--- src/design/mvt_pkg.sv ---
package mvt_pkg;

  localparam int unsigned NUM_REGS  = 8;
  localparam int unsigned CFG_IDX_W = 4;
  localparam int unsigned CFG_DATA_W = 64;
  localparam int unsigned DIM       = 4;

  typedef logic signed [31:0] elem_t;
  typedef elem_t [DIM-1:0] vec_t;
  typedef vec_t  [DIM-1:0] mat_t;

  typedef logic signed [63:0] prod_t;
  typedef prod_t [DIM-1:0] prow_t;
  typedef prow_t [DIM-1:0] pmat_t;

  // pair sums and row sums of four 64-bit products, exact
  typedef logic signed [64:0] psum_t;
  typedef psum_t [1:0] prow_sum_t;
  typedef prow_sum_t [DIM-1:0] pmat_sum_t;

  typedef logic signed [65:0] sum_t;
  typedef sum_t [DIM-1:0] sum_vec_t;

  // identity matrix in Q16.16, register 7 first
  localparam logic [NUM_REGS-1:0][CFG_DATA_W-1:0] CFG_RESET = {
    64'h0001_0000_0000_0000, 64'h0000_0000_0000_0000,
    64'h0000_0000_0001_0000, 64'h0000_0000_0000_0000,
    64'h0000_0000_0000_0000, 64'h0001_0000_0000_0000,
    64'h0000_0000_0000_0000, 64'h0000_0000_0001_0000
  };

endpackage

--- src/design/mvt_sat.sv ---
module mvt_sat #(
  parameter int unsigned FRAC_BITS = 16
) (
  input  logic              clk,
  input  logic              rst_n,
  input  logic              in_valid,
  output logic              in_ready,
  input  mvt_pkg::sum_vec_t sum,
  output logic              out_valid,
  input  logic              out_ready,
  output mvt_pkg::vec_t     res,
  output logic              sat
);

  logic              valid_r;
  mvt_pkg::vec_t     res_r;
  mvt_pkg::vec_t     res_nxt;
  logic              sat_r;
  logic              sat_nxt;
  mvt_pkg::sum_vec_t shifted;
  logic [mvt_pkg::DIM-1:0] clip;

  assign in_ready = !valid_r || out_ready;

  // arithmetic shift rounds toward minus infinity, then clip to 32 bits
  always_comb begin
    for (int r = 0; r < mvt_pkg::DIM; r++) begin
      shifted[r] = sum[r] >>> FRAC_BITS;
      clip[r]    = !((&shifted[r][65:31]) || !(|shifted[r][65:31]));
      if (clip[r]) begin
        res_nxt[r] = shifted[r][65] ? 32'sh8000_0000 : 32'sh7FFF_FFFF;
      end else begin
        res_nxt[r] = shifted[r][31:0];
      end
    end
    sat_nxt = |clip;
  end

  always_ff @(posedge clk) begin
    if (!rst_n) begin
      valid_r <= 1'b0;
    end else if (in_ready) begin
      valid_r <= in_valid;
    end
  end

  always_ff @(posedge clk) begin
    if (in_ready && in_valid) begin
      res_r <= res_nxt;
      sat_r <= sat_nxt;
    end
  end

  assign out_valid = valid_r;
  assign res       = res_r;
  assign sat       = sat_r;

endmodule

--- config.mk ---
export PLATFORM = sky130hd
export DESIGN_NAME = mvt_sat
export DESIGN_NICKNAME = d
export VERILOG_FILES = /design/src/design/mvt_pkg.sv /design/src/design/mvt_sat.sv
export SDC_FILE = /design/constraint.sdc
export NUM_CORES = 1
export LEC_CHECK = 0
export BUFFER_PORTS_ARGS = -buffer_cell sky130_fd_sc_hd__buf_2
export CORE_AREA = 5 5 153 155
export CTS_CLUSTER_SIZE = 40
export DETAILED_ROUTE_END_ITERATION = 8
export DIE_AREA = 0 0 158 160
export SLEW_MARGIN = 20
export SYNTH_ARGS = -nofsm -noshare
export SYNTH_HDL_FRONTEND = slang
export SYNTH_SLANG_ARGS = --single-unit
--- constraint.sdc ---
create_clock -name clk -period 15.5 [get_ports clk]
set_input_delay 4.65 -clock clk [delete_from_list [all_inputs] [get_ports clk]]
set_output_delay 4.65 -clock clk [all_outputs]
set_load 0.005 [all_outputs]
==> impl_metrics.tcl <==
set metrics [dict create \
    relSlewSlack_pct 46.95 \
    numCtsBuffers 17 \
    rsz0062_at_grt "no" \
    diodes 0 \
    critical_path_class "in2out" \
    ant_nets 0 \
    synth_seq_cells 130 \
    finalWirelength_um 16460 \
    antenna_found_initial 3 \
    p_leak_nw 3.729 \
    fin_skew_ps 5.622 \
    p_per_area_mw_per_mm2 107.9 \
    dp_cells 938 \
    cp-end-kind "output port" \
    fin_cells 969 \
    postCtsSetupBuffers 0 \
    die_w_um 158 \
    nNetsFinal 945 \
    syn_area_mm2 0.005654 \
    async_flop_share_pct 0 \
    grt_use_total_pct 12.39 \
    synth_ff_type "edfxtp_1" \
    r2r_cells 3 \
    netlist_instances 347 \
    first_pass_iters 4 \
    yosysWarnings 0 \
    r2r_setup_slack_ps 13380 \
    cts_tree "done" \
    clkSinkCount 130 \
    avgSynthCellArea_um2 16.29 \
    num_vias 4368 \
    io_buffer_count 334 \
    clock_path_buffers 2 \
    synth_nets 615 \
    maxCapViolCount 0 \
    cp-start-kind "primary input" \
    clock_latency_ps 410 \
    avgRoutedWirePerCell_um 16.98 \
    ys_seq_area_share_pct 68.86 \
    syn2layout_area_growth_pct 41.93 \
    grt_pass1_wl_um 24160 \
    required_ps 10850 \
    num_rows 54 \
    cts-root-buf "clkbuf_16" \
    holdPathStages 2 \
    critical_path_peak_fanout 3 \
    die_area_mm2 0.02528 \
    start_util_pct 26.07 \
    peakVddDrop_uv 68.62 \
    holdPathEnd "out_valid$_SDFFE_PN0N_" \
    vias_per_cell 4.508 \
    drive_above_1_share_pct 67.34 \
    synth_area_leaders "edfxtp_1 69%, a21o_2 13%, a21o_1 5.2%" \
    min_path_type "reg2reg" \
    max_freq_mhz 103.2 \
    min_period_ps 9691 \
    grt_max_degree 85 \
    drv_slew 0 \
    worst_pin_slew_ps 795.8 \
    synth_edf_count 129 \
    yosysMostFrequentCell "edfxtp_1" \
    r2r-start "out_valid$_SDFFE_PN0N_" \
    synth_common_cells "129 x edfxtp_1, 85 x a21o_2, 39 x a21o_1, 21 x nand4_1, 18 x buf_6" \
    synth_top_area_share_pct 68.51 \
    grt_pass1_vias 4420 \
    arrival_ps 5040 \
    rr_endpoint "res[114]$_DFFE_PP_" \
    cts_hold_buf 0 \
    die_height_um 160 \
    hold_viol 0 \
    overflow 0 \
    synth.distinct_cells 21 \
    htree_levels 4 \
    tns_ps 0 \
    cts.reportedPaths.clkPinSlew_ps 50 \
    min-delay-start "out_valid$_SDFFE_PN0N_" \
    status "completed" \
    place_congestion 0.8031 \
    yosysTopAreaCell "edfxtp_1" \
    finalSetupViolCount 0 \
    min_period_over_period_pct 62.52 \
    hpwlAfterDp_um 12220 \
    pin_count 399 \
    drtIter0Drc 181 \
    route.detailed.drc 0 \
    cts_resized 0 \
    fp.coreArea_mm2 0.02169 \
]
==> critical path, stage by stage <==
cell,delay [ps]
buf_2,90
nand2b_1,150
buf_2,140
==> placed cells by master (no fill, tap or decap), drive strengths merged <==
master	count
a31o	4
and3	4
clkinv	8
edfxtp	129
dfxtp	1
nor2	8
a311oi	4
clkinvlp	2
nand2b	1
buf	339
a21o	124
nand4	21
and2	1
a21boi	1
inv	1
clkbuf	20
bufinv	1
nor4	20
==> metrics by stage <==
step                      hold WS, ps  setup WS [ps]  area, µm²  total power, mW  util [%]
final                           545.6           5809       8025           0.8658     37.00
after global routing            575.3           5776       8025           0.9076     37.00
after CTS                       548.0           5805       8021           0.8849     36.99
after detailed placement        538.6           5807       7493           0.5124     34.55
after global placement          526.8           5808       7493           0.5104     34.55
after floorplan                 536.6           6051       5654           0.4581         -
==> sequential cells by signal, summed over array words and instances, names as in the netlist <==
| register | flops |
|---|---|
| out_valid | 1 |
| sat | 1 |
| res | 128 |
==> cell families after synthesis <==
group	share of synthesized area, %
and+or+nand+nor	6.174
AOI/OAI and AO/OA	20.05
DFF	68.86
buffers and inverters	4.912
==> report_power, final <==
group	total (mW)	internal [mW]	switching, mW
combinational	0.0869	0.0448	0.0421
clock	0.363	0.218	0.145
sequential	0.416	0.411	0.00443
total	0.866	0.674	0.192
==> cell type report <==
| type | instances | area [µm²] |
|---|---|---|
| tap | 280 | 350.3 |
| multi-input combinational | 188 | 1536 |
| fill | 2166 | 13660 |
| clock buffer | 20 | 436.7 |
| inverter | 1 | 3.754 |
| timing repair buffer | 339 | 1713 |
| clock inverter | 11 | 91.34 |
| sequential | 130 | 3894 |
==> how the worst max path moves through the flow <==
| stage | cells after the start | startpoint | slack, ps | end |
|---|---|---|---|---|
| 5_1_grt | 3 | out_ready | 5780 | in_ready |
| 3_3_place_gp | 3 | out_ready | 5810 | in_ready |
| 6_report | 3 | out_ready | 5810 | in_ready |
| 3_5_place_dp | 3 | out_ready | 5810 | in_ready |
| 2_1_floorplan | 1 | out_ready | 6050 | in_ready |
| 4_1_cts | 3 | out_ready | 5800 | in_ready |
==> metal layers <==
metal | vias to the layer above | GRT usage, % | wire [µm] | share of wire, %
li1 | 2058 | - | - | -
met4 | 6 | 3.761 | 249 | 1.5
met5 | - | 0 | 39 | 0.24
met1 | 2080 | 13.42 | 5982 | 36
met3 | 20 | 5.440 | 1831 | 11
met2 | 204 | 21.71 | 8354 | 51
(Power assumes the default switching activity.)
