**src/design/mvt_pkg.sv**
```systemverilog
package mvt_pkg;

  localparam int unsigned NUM_REGS  = 8;
  localparam int unsigned CFG_IDX_W = 4;
  localparam int unsigned CFG_DATA_W = 64;
  localparam int unsigned DIM       = 4;

  typedef logic signed [31:0] elem_t;
  typedef elem_t [DIM-1:0] vec_t;
  typedef vec_t  [DIM-1:0] mat_t;

  typedef logic signed [63:0] prod_t;
  typedef prod_t [DIM-1:0] prow_t;
  typedef prow_t [DIM-1:0] pmat_t;

  // pair sums and row sums of four 64-bit products, exact
  typedef logic signed [64:0] psum_t;
  typedef psum_t [1:0] prow_sum_t;
  typedef prow_sum_t [DIM-1:0] pmat_sum_t;

  typedef logic signed [65:0] sum_t;
  typedef sum_t [DIM-1:0] sum_vec_t;

  // identity matrix in Q16.16, register 7 first
  localparam logic [NUM_REGS-1:0][CFG_DATA_W-1:0] CFG_RESET = {
    64'h0001_0000_0000_0000, 64'h0000_0000_0000_0000,
    64'h0000_0000_0001_0000, 64'h0000_0000_0000_0000,
    64'h0000_0000_0000_0000, 64'h0001_0000_0000_0000,
    64'h0000_0000_0000_0000, 64'h0000_0000_0001_0000
  };

endpackage

```
**src/design/mvt_add_tree.sv**
```systemverilog
module mvt_add_tree (
  input  logic              clk,
  input  logic              rst_n,
  input  logic              in_valid,
  output logic              in_ready,
  input  mvt_pkg::pmat_t    prod,
  output logic              out_valid,
  input  logic              out_ready,
  output mvt_pkg::sum_vec_t sum
);

  logic                 pair_valid_r;
  logic                 pair_ready;
  mvt_pkg::pmat_sum_t   pair_r;
  mvt_pkg::pmat_sum_t   pair_nxt;
  logic                 sum_valid_r;
  mvt_pkg::sum_vec_t    sum_r;
  mvt_pkg::sum_vec_t    sum_nxt;

  assign pair_ready = !sum_valid_r || out_ready;
  assign in_ready   = !pair_valid_r || pair_ready;

  // first level: columns 0+1 and 2+3
  always_comb begin
    for (int r = 0; r < mvt_pkg::DIM; r++) begin
      pair_nxt[r][0] = mvt_pkg::psum_t'(prod[r][0]) + mvt_pkg::psum_t'(prod[r][1]);
      pair_nxt[r][1] = mvt_pkg::psum_t'(prod[r][2]) + mvt_pkg::psum_t'(prod[r][3]);
    end
  end

  // second level: full row sum
  always_comb begin
    for (int r = 0; r < mvt_pkg::DIM; r++) begin
      sum_nxt[r] = mvt_pkg::sum_t'(pair_r[r][0]) + mvt_pkg::sum_t'(pair_r[r][1]);
    end
  end

  always_ff @(posedge clk) begin
    if (!rst_n) begin
      pair_valid_r <= 1'b0;
      sum_valid_r  <= 1'b0;
    end else begin
      if (in_ready) begin
        pair_valid_r <= in_valid;
      end
      if (pair_ready) begin
        sum_valid_r <= pair_valid_r;
      end
    end
  end

  always_ff @(posedge clk) begin
    if (in_ready && in_valid) begin
      pair_r <= pair_nxt;
    end
    if (pair_ready && pair_valid_r) begin
      sum_r <= sum_nxt;
    end
  end

  assign out_valid = sum_valid_r;
  assign sum       = sum_r;

endmodule

```
**config.mk**
```make
export PLATFORM = sky130hd
export DESIGN_NAME = mvt_add_tree
export DESIGN_NICKNAME = d
export VERILOG_FILES = /design/src/design/mvt_pkg.sv /design/src/design/mvt_add_tree.sv
export SDC_FILE = /design/constraint.sdc
export NUM_CORES = 2
export LEC_CHECK = 0
export ABC_AREA = 1
export BUFFER_PORTS_ARGS = -buffer_cell sky130_fd_sc_hd__clkbuf_2
export CORE_ASPECT_RATIO = 0.9
export CORE_MARGIN = 2
export CORE_UTILIZATION = 30
export CTS_BUF_LIST = sky130_fd_sc_hd__clkbuf_2
export CTS_CLUSTER_DIAMETER = 30
export CTS_CLUSTER_SIZE = 10
export DETAILED_ROUTE_END_ITERATION = 16
export HOLD_SLACK_MARGIN = 0.08
export SLEW_MARGIN = 20
export SYNTH_ARGS = -nofsm -noshare
export SYNTH_HDL_FRONTEND = slang
export SYNTH_SLANG_ARGS = --single-unit
```
**constraint.sdc**
```tcl
create_clock -name clk -period 57.9 [get_ports clk]
set_input_delay 17.37 -clock clk [delete_from_list [all_inputs] [get_ports clk]]
set_output_delay 17.37 -clock clk [all_outputs]
set_load 0.02 [all_outputs]
```
==> flow_summary.json <==
{
  "clk_pin_slew_ns": 0.07,
  "clock_skew_ns": 0.2398,
  "finalInstanceArea_sq_um": 103200,
  "period_minus_slack_ns": 35.24,
  "postSynthAreaPerCell_sq_um": 6.063,
  "multi_input_area_sq_um": 53980,
  "ios": 1294,
  "powerDensity_nw_per_um2": 27.11,
  "cts_sinks": 786,
  "fin_cells": 20301,
  "critPathSlowestCell": "clkbuf_2",
  "gr-usage-all-layers_pct": 31.80,
  "p_int_mw": 1.398,
  "yosysWarnings": 0,
  "synth_area_sq_um": 88860,
  "synth_fp_nets": 16468,
  "grt_pass1_wl_um": 676200,
  "period_share_pct": 60.86,
  "synth_top_family_by_area": "simple AND/OR/NAND/NOR gates",
  "die-area_sq_um": 300600,
  "final_nets": 17981,
  "synth-adder-area-share_pct": 11.14,
  "outcome": "completed",
  "maxSlewViolCount": 0,
  "wl_per_cell_um": 24.45,
  "synth_simple_gate_area_share_pct": 35.88,
  "switching_share_pct": 50.03,
  "synth_area_leader_cell": "edfxtp_1",
  "ctsHoldBuffers": 0,
  "start_util_pct": 30.16,
  "portBuffers": 1293,
  "drv_cap": 0,
  "die_w_um": 577.7,
  "wl_um": 496300,
  "cp_num_buf_inv": 3,
  "p_leak_nw": 56.77,
  "start_kind": "input port",
  "area_delta_synth_final_pct": 16.17,
  "drtIter0Drc": 10448,
  "cts_buffer_depth": 4,
  "clk_latency_ns": 1.70,
  "htreeDepth": 4,
  "whs_ns": 0.5431,
  "grt_max_degree": 84,
  "synth_top_cell_area_share_pct": 26.49,
  "crit_start": "out_ready",
  "cts_tree": "built",
  "worst_path_most_repeated_cell": "clkbuf_2",
  "clock_power_share_pct": 19.4,
  "min_from": "pair_valid_r",
  "crit_type": "input port to primary output",
  "crit_arrival_ns": 17.87,
  "final_hold_viol_count": 0,
  "ant_nets": 0,
  "path_cells": "clkbuf_2 > inv_1 > nand3_1 > clkbuf_2",
  "root_buffer": "clkbuf_2",
  "postCtsSetupBuffers": 0,
  "die_h_um": 520.3,
  "rrSetupSlack_ns": 54.44,
  "syn_inst": 14656,
  "synth_compound_area_share_pct": 9.856,
  "gp_congestion": 1.073,
  "place_area_sq_um": 100400,
  "rsz0062_at_grt": "no",
  "synthXorXnorAreaFrac_pct": 3.864,
  "firstDrtPassIters": 6,
  "tightest_slew_ns": 1.079,
  "ys_async_sr_fraction_pct": 0,
  "setup_viol_count_final": 0,
  "num_rows": 189,
  "min_path_type": "flip-flop to flip-flop",
  "critPathTopFamily": "buffers and inverters",
  "seq_power_share_pct": 29.7,
  "combinationalPowerShare_pct": 50.9,
  "timing.slew.headroom_pct": 28.05,
  "grt-ovfl-total": 0,
  "coreArea_sq_um": 294700,
  "hpwl_um": 445100,
  "drc": 0,
  "setup_tns_ns": 0,
  "cp-end-kind": "primary output",
  "ys.flop_type": "edfxtp_1",
  "power_switching_mw": 1.400,
  "crit_fanout": 3,
  "synth_edf_count": 784,
  "postCtsResizedCells": 0,
  "slowest_delay_ns": 0.18,
  "nFillCells": 33671,
  "ys_seq_area_share_pct": 26.54,
  "grt_pass1_vias": 93227,
  "ir_drop_uv": 15.53,
  "post_drt_via_cell_ratio": 4.979,
  "synth_cell_type_count": 29,
  "fmax_mhz": 28.38,
  "synth_mux_area_share_pct": 0,
  "synthMostInstantiatedCell": "nand2_1",
  "antenna_found_initial": 138,
  "ys_top_cells_by_area": "edfxtp_1 26%, nand2_1 22%, inv_1 13%, ha_1 11%, nor2_1 6.8%",
  "seqCellArea_sq_um": 23580,
  "drive_above_1_share_pct": 11.32,
  "crit_required_ns": 40.53,
  "placed_cells": 19879,
  "cts_buffers": 203,
  "num_vias": 101084,
  "reg2reg_from": "pair_r[65]",
  "ys_top_cells_by_count": "5253 x nand2_1, 3006 x inv_1, 1605 x nor2_1",
  "synth-seq-cells": 786
}
## area by class of cell
type | instances | area share (%)
diodes | 59 | 0.1430
clock buffers | 229 | 1.110
clock inverters | 134 | 1.528
inverters | 3013 | 10.96
multi-input cells | 10857 | 52.29
flip-flops and latches | 786 | 22.84
well taps | 3915 | 4.745
repair buffers | 1308 | 6.377
## cell usage in the layout, fill, tap and decap left out, types with 14 or more instances in the layout
master      Yosys  routed
nor2_2         17      17
clkinv_1        0      20
a21oi_2        15      15
a21oi_1      1002    1001
clkinv_4        0      14
nor3_1        229     229
nand3_1       644     644
a21o_1         23      23
clkinv_2        0      29
o21ai_0       538     538
clkinvlp_4      0      33
diode_2         0      59
clkbuf_2        0    1522
nand2_1      5253    5253
edfxtp_1      784     784
inv_1        3006    3005
ha_1          772     772
bufinv_16       0      31
nor4_1         24      24
o21bai_1       64      64
xor2_1        388     388
nor2_1       1605    1605
nand2_2       134     134
nand4_1        74      74
buf_4           0      15
## routing by layer
layer	routed length, um	up-vias	GRT usage [%]	part of all wire, %
li1	-	48900	-	-
met1	225200	46821	44.40	45
met2	202700	4547	47.06	41
met3	42020	780	6.113	8.5
met4	26110	36	14.43	5.3
met5	227	-	0	0.046
## worst reg2reg max path, cell delays in order, from the launching register on
cell      delay (ns)
edfxtp_1        0.49
ha_1            0.52
inv_1           0.12
fa_1            0.41
nand3b_1        0.18
nand2_2         0.18
nand2_1         0.09
nand2_2         0.10
nand2_1         0.07
nand2_2         0.09
nand3_1         0.07
nand2_1         0.18
xor2_1          0.53
## power groups by stage
stage | clock, mW | combinational (mW) | sequential (mW)
after floorplan | 0 | 0.749 | 0.836
after global placement | 0 | 1.39 | 0.839
after detailed placement | 0 | 1.39 | 0.840
after CTS | 0.563 | 1.39 | 0.827
after global routing | 0.588 | 1.53 | 0.832
final | 0.544 | 1.42 | 0.830
## through the flow
stage	power [mW]	util [%]	worst slack (ns)
after global routing	2.947	35.02	22.62
after CTS	2.784	34.99	22.65
after floorplan	1.586	-	22.89
after global placement	2.231	34.06	22.64
final	2.798	35.04	22.66
after detailed placement	2.229	34.06	22.65
## final timing paths
path | depth (start not counted) | end
worst min-delay path | 2 | out_valid
worst min register to register | 2 | out_valid
worst max-delay path | 4 | in_ready
worst max register to register | 12 | sum[26]
## registers in the layout (all words and copies together), names as in the netlist
name and flops:
pair_r 520, out_valid 1, pair_valid_r 1, sum 264
## cell families after synthesis
group                      after synthesis
and+or+nand+nor                       8001
buffers and inverters                 3013
AOI/OAI and AO/OA                     1680
DFF                                    786
adders and majority gates              784
xor gates and xnor gates               392
Power figures use the tool's default switching activity.
